<file path="config.mk">
export PLATFORM = sky130hd
export DESIGN_NAME = q2m_cell
export DESIGN_NICKNAME = d
export VERILOG_FILES = /design/src/sv/q2m_pkg.sv /design/src/sv/q2m_cell.sv
export SDC_FILE = /design/constraint.sdc
export NUM_CORES = 1
export LEC_CHECK = 0
export ABC_CLOCK_PERIOD_IN_PS = 8800
export BUFFER_PORTS_ARGS = -buffer_cell sky130_fd_sc_hd__buf_2
export CORE_AREA = 4 4 383 385
export DETAILED_ROUTE_END_ITERATION = 6
export DIE_AREA = 0 0 387 389
export GPL_TIMING_DRIVEN = 0
export PLACE_DENSITY = 0.38
export SLEW_MARGIN = 15
export SYNTH_ARGS = -nofsm -noshare
export SYNTH_HDL_FRONTEND = slang
export SYNTH_SLANG_ARGS = --single-unit
</file>
<file path="constraint.sdc">
create_clock -name clock -period 8.8 [get_ports clock]
set_clock_uncertainty 0.15 [all_clocks]
set_input_delay 0.44 -clock clock [delete_from_list [all_inputs] [get_ports clock]]
set_output_delay 0.44 -clock clock [all_outputs]
set_load 0.1 [all_outputs]
</file>
<file path="src/sv/q2m_pkg.sv">
package q2m_pkg;
   localparam int DataWidth = 16;
   localparam int FracBits = DataWidth - 2;
   localparam int ProdWidth = 2 * DataWidth;
   localparam int NormWidth = ProdWidth + 2;
   localparam int NumWidth = ProdWidth + 3;
   localparam int QuoBits = FracBits + 2;
   localparam int NumCells = FracBits + 1;
   localparam int NumElems = 9;

   typedef logic signed [DataWidth-1:0] data_type;
   typedef logic [NormWidth-1:0] norm_type;

   typedef struct packed {
      logic valid;
      logic zero;
      norm_type n2;
      logic [NumElems-1:0] neg;
      logic [NumElems-1:0][NormWidth-1:0] rem;
      logic [NumElems-1:0][QuoBits-1:0] quo;
   } div_type;
endpackage

</file>
<file path="src/sv/q2m_cell.sv">
module q2m_cell (
   input  logic             clock,
   input  logic             reset,
   input  q2m_pkg::div_type cell_in,
   output q2m_pkg::div_type cell_out
);
   q2m_pkg::div_type stage_ff, stage_in;
   logic [q2m_pkg::NormWidth:0] shifted;

   always_comb begin
      stage_in = cell_in;
      shifted = '0;
      for (int k = 0; k < q2m_pkg::NumElems; k++) begin
         shifted = {cell_in.rem[k], 1'b0};
         if (shifted >= {1'b0, cell_in.n2}) begin
            shifted = shifted - {1'b0, cell_in.n2};
            stage_in.quo[k] = {cell_in.quo[k][q2m_pkg::QuoBits-2:0], 1'b1};
         end else begin
            stage_in.quo[k] = {cell_in.quo[k][q2m_pkg::QuoBits-2:0], 1'b0};
         end
         stage_in.rem[k] = shifted[q2m_pkg::NormWidth-1:0];
      end
   end

   always_ff @(posedge clock) begin
      if (reset) begin
         stage_ff.valid <= 1'b0;
      end else begin
         stage_ff.valid <= stage_in.valid;
      end
      stage_ff.zero <= stage_in.zero;
      stage_ff.n2 <= stage_in.n2;
      stage_ff.neg <= stage_in.neg;
      stage_ff.rem <= stage_in.rem;
      stage_ff.quo <= stage_in.quo;
   end

   assign cell_out = stage_ff;
endmodule

</file>
Word level (Yosys, flattened, before mapping) --
Index checks and enable logic that the tools add are counted.
Word-level totals: register bits after elaboration 495, input bits 497, output and inout bits 495, word-level logic and storage cells 67
Operators by class: add/sub/neg operators 9, magnitude comparators 9, mux-type cells 18
Operators with widths (count):
- greater-or-equal comparator 35 x 34 -> 1 bit | 9
- two-way mux 34 bit | 9
- subtractor 34 bit | 9
- two-way mux 1 bit | 9

Longest topological paths before layout --
depth after elaboration 2, mapped depth 15, mapped depth without buffers 13

Worst setup path after synthesis --
OpenSTA, ideal clock, no wires.
path kind in2reg, from input port cell_in[459] (netlist bit), to register stage_ff, in the netlist cell_out[414], setup time 0.132 ns, arrival time 4.115 ns, required time 8.518 ns, slack 4.402 ns, stages on the path 14, buffers on the path 1, cell sequence buf_2 -> clkinv_1 -> fa_1 -> a21oi_1 -> o21ai_2 -> and3b_4 -> o31a_1 -> o21a_1 -> nor2_2 -> o21ai_2 -> a221o_2 -> a311oi_4 -> or4b_2 -> a41oi_2
RTL lines:
- from (decl) | RTL line q2m_cell.sv:4 | input q2m_pkg::div_type cell_in,
- to (decl) | RTL line q2m_cell.sv:7 | q2m_pkg::div_type stage_ff, stage_in;

==> impl_results.md <==
* Outcome: complete, no violations
* Core area at approximately 140,000 sq um
* Largest net degree at the start of global routing at 17
* Final slew viol count at 0
* Net count, final at roughly 5.5k
* Max FFs per register at between 400 and 500
* Layout cell share with drive strength beyond 1 at approximately 27%
* Yosys cell types at 88
* Worst Hold Depth at 4
* Crit-path max cell delay at 0.78 ns
* Gr usage total at ~22%
* Initial antenna violation count at 62
* Max-cap violations at 0
* Drt drc at 0
* Clock transition at path regs at ~0.06 ns
* Crit. path cell count at 17
* Die area at 151,000 sq um
* Starting Density at around a fifth
* DP HPWL at roughly 140,000 um
* Register bit total from synthesis at 495
* RSZ-0062 raised after global routing: no
* Synthesized cell area at 28,200 sq um
* Fin. Hold Viols at 0
* CP endpoint kind: register
* Maximum buffer depth of the clock tree at 3
* Hold_sp: cell_in[449]
* Peak Freq at approximately 170 MHz
* Via count at 30.1k
* Worst hold path class: input pin to register
* Top FF cell, synth: dfxtp_1
* Most frequent cell after synthesis: dfxtp_1
* Pleak at 20.2 nW
* Crit-path cells: dlygate4sd3_1 > buf_2 > buf_2 > clkinv_2 > buf_12 > fa_1 > a21o_1 > a21o_1 > a21oi_1 > a22oi_1 > o41ai_1 > o211ai_1 > a31oi_1 > o21ai_0 > o21ai_0 > xnor2_1 > mux2_2
* Critical Path AT at ~6.2 ns
* Crit Path Category: input pin to register
* Post-layout min period at between 5 and 6 ns
* Cts hold-fix bufs at about 480
* Ys Warns at 0
* Asr flop ratio synth at 0%
* Die height at about 390 um
* Power Density at approximately 250 nW/um^2
* Mapped Avg Cell Area at 8.91 sq um
* Vias per cell at ~4.5
* Cells after Synth at ~3.2k
* CTS H-Tree Depth at 3
* Worst EP required at just over 9 ns
* Cells taking the most area after synthesis: dfxtp_1 (35%), ha_1 (14%), a21oi_1 (5.7%), o21ai_0 (4.9%), a21o_1 (4.8%)
* TritonCTS clock tree: built
* Drt first pass iters at 5
* Root Driver: clkbuf_16
* Synth top area share at roughly a third
* Max VDD drop at 173 uV
* Setup-failing EPs final at 0
* Post CTS Setup Buffer Count at 0
* Post-synth EDFFs at 0
* Fin crit share at about two thirds
* Rel. slew slack at between 20% and 30%
* Vias in the first global route at just over 30k
* Cell taking the most area after synthesis: dfxtp_1
* Hold Path Sink: cell_out[449]$_DFF_P_
* Post-synth top cells: dfxtp_1 (495), a21oi_1 (324), ha_1 (306)
* Post-synthesis sequential area ratio at between 30% and 40%
* Port bufs at 982
* Clock tree sinks at 495
* Cell area after layout at 43,600 sq um
* Routed WL at ~170,000 um
* Largest delay share family, worst path: compound AO/OA/AOI/OAI gates
* Worst setup path startpoint: cell_in[459]
* Num ports at 992
* DR iter-0 viols at around 2.0k
* Global-route wire length before repair at approximately 230,000 um
* Number of routed nets with antenna violations at 0
* Worst Path Buf+Inv at 5
* Setup TNS at 0 ns
* Syn Nets at between 3k and 4k
* GRT Residual Overflow at 0
* Wire length per cell at 25.2 um
* Worst Setup Start Kind: input pin
* Placed Area at 36,100 sq um
* Total power at approximately 0.011 W
* Rows at ~140
* Measured slew at the worst slew-check pin at ~1.1 ns
* Gpl congestion at 0.893
* Die X at approximately 390 um
* Max stage delay cell, worst path: o41ai_1
* Synthesis-to-layout area growth at 54.4%
* CTS buffer count at 71
* Post-cts resize count at 0
* Critical Path Fanout Max at 16
==> layer usage <==
metal | global-route usage (%) | vias to the layer above | part of all wire (%)
li1 | - | 14600 | -
met1 | 26.2 | 14200 | 42
met2 | 37.6 | 1039 | 48
met3 | 4.94 | 236 | 6.5
met4 | 7.20 | 30 | 3.5
met5 | 0 | - | 0.11
==> worst max path at each step <==
stage | endpoint | slack [ns]
final | cell_out[346]$_DFF_P_ | 2.98
after detailed placement | cell_out[346]$_DFF_P_ | 2.67
after floorplan | cell_out[414]$_DFF_P_ | 4.40
after CTS | cell_out[346]$_DFF_P_ | 2.85
after global placement | cell_out[346]$_DFF_P_ | 1.12
after global routing | cell_out[346]$_DFF_P_ | 2.61
==> placed cells by master, fill, tap and decap left out, types with 148 or more instances in the layout <==
master	netlist	layout
a21o_1	180	180
a21oi_1	324	324
buf_2	16	998
dfxtp_1	495	495
dlygate4sd3_1	0	479
ha_1	306	306
nand2_1	284	284
nor2_1	148	148
o21ai_0	276	276
xnor2_1	148	148
==> worst min-delay path, delay by kind of cell <==
family / cells / cell delay, ns
compound gates: 2 / 0.21
buf+inv: 1 / 0.10
simple gates: 1 / 0.10
==> report_power, final <==
part,internal [W],leakage (nW),switching (W)
combinational,0.00112,14.8,0.00396
clock,0.00201,1.26,0.00122
sequential,0.00259,4.18,0.000115
==> through the flow <==
stage	setup slack (ns)	instances	hold slack (ns)	utilization, %
2_1_floorplan	4.40	3165	0.318	-
5_1_grt	2.61	6689	0.0366	30.4
4_1_cts	2.85	6681	0.00474	30.4
3_5_place_dp	2.67	6072	0.394	25.2
6_report	2.98	6715	0.0883	30.4
3_3_place_gp	1.12	6050	0.392	24.8
==> layout make-up <==
class / count / area, sq um
Inverter: 114 / 429
Timing Repair Buffer: 1483 / 10200
Tap cell: 1903 / 2380
Sequential cell: 495 / 9910
Buffer: 88 / 377
Antenna cell: 34 / 85.1
Fill cell: 15400 / 99600
Clock inverter: 36 / 592
Multi-Input combinational cell: 2468 / 17500
Clock buffer: 94 / 2020
==> cell families (layout without fill, tap and decap cells) <==
| group | Yosys count | count (layout) | synth area share (%) |
|---|---|---|---|
| simple gates | 733 | 733 | 12.3 |
| buf+inv | 202 | 1815 | 2.85 |
| mux | 99 | 99 | 3.94 |
| compound gates | 1048 | 1048 | 23.1 |
| xor+xnor | 273 | 273 | 8.48 |
| flops | 495 | 495 | 35.1 |
| fa+ha+maj | 315 | 315 | 14.2 |
| other cells | 0 | 34 | 0 |
Power figures use the tool's default switching activity.
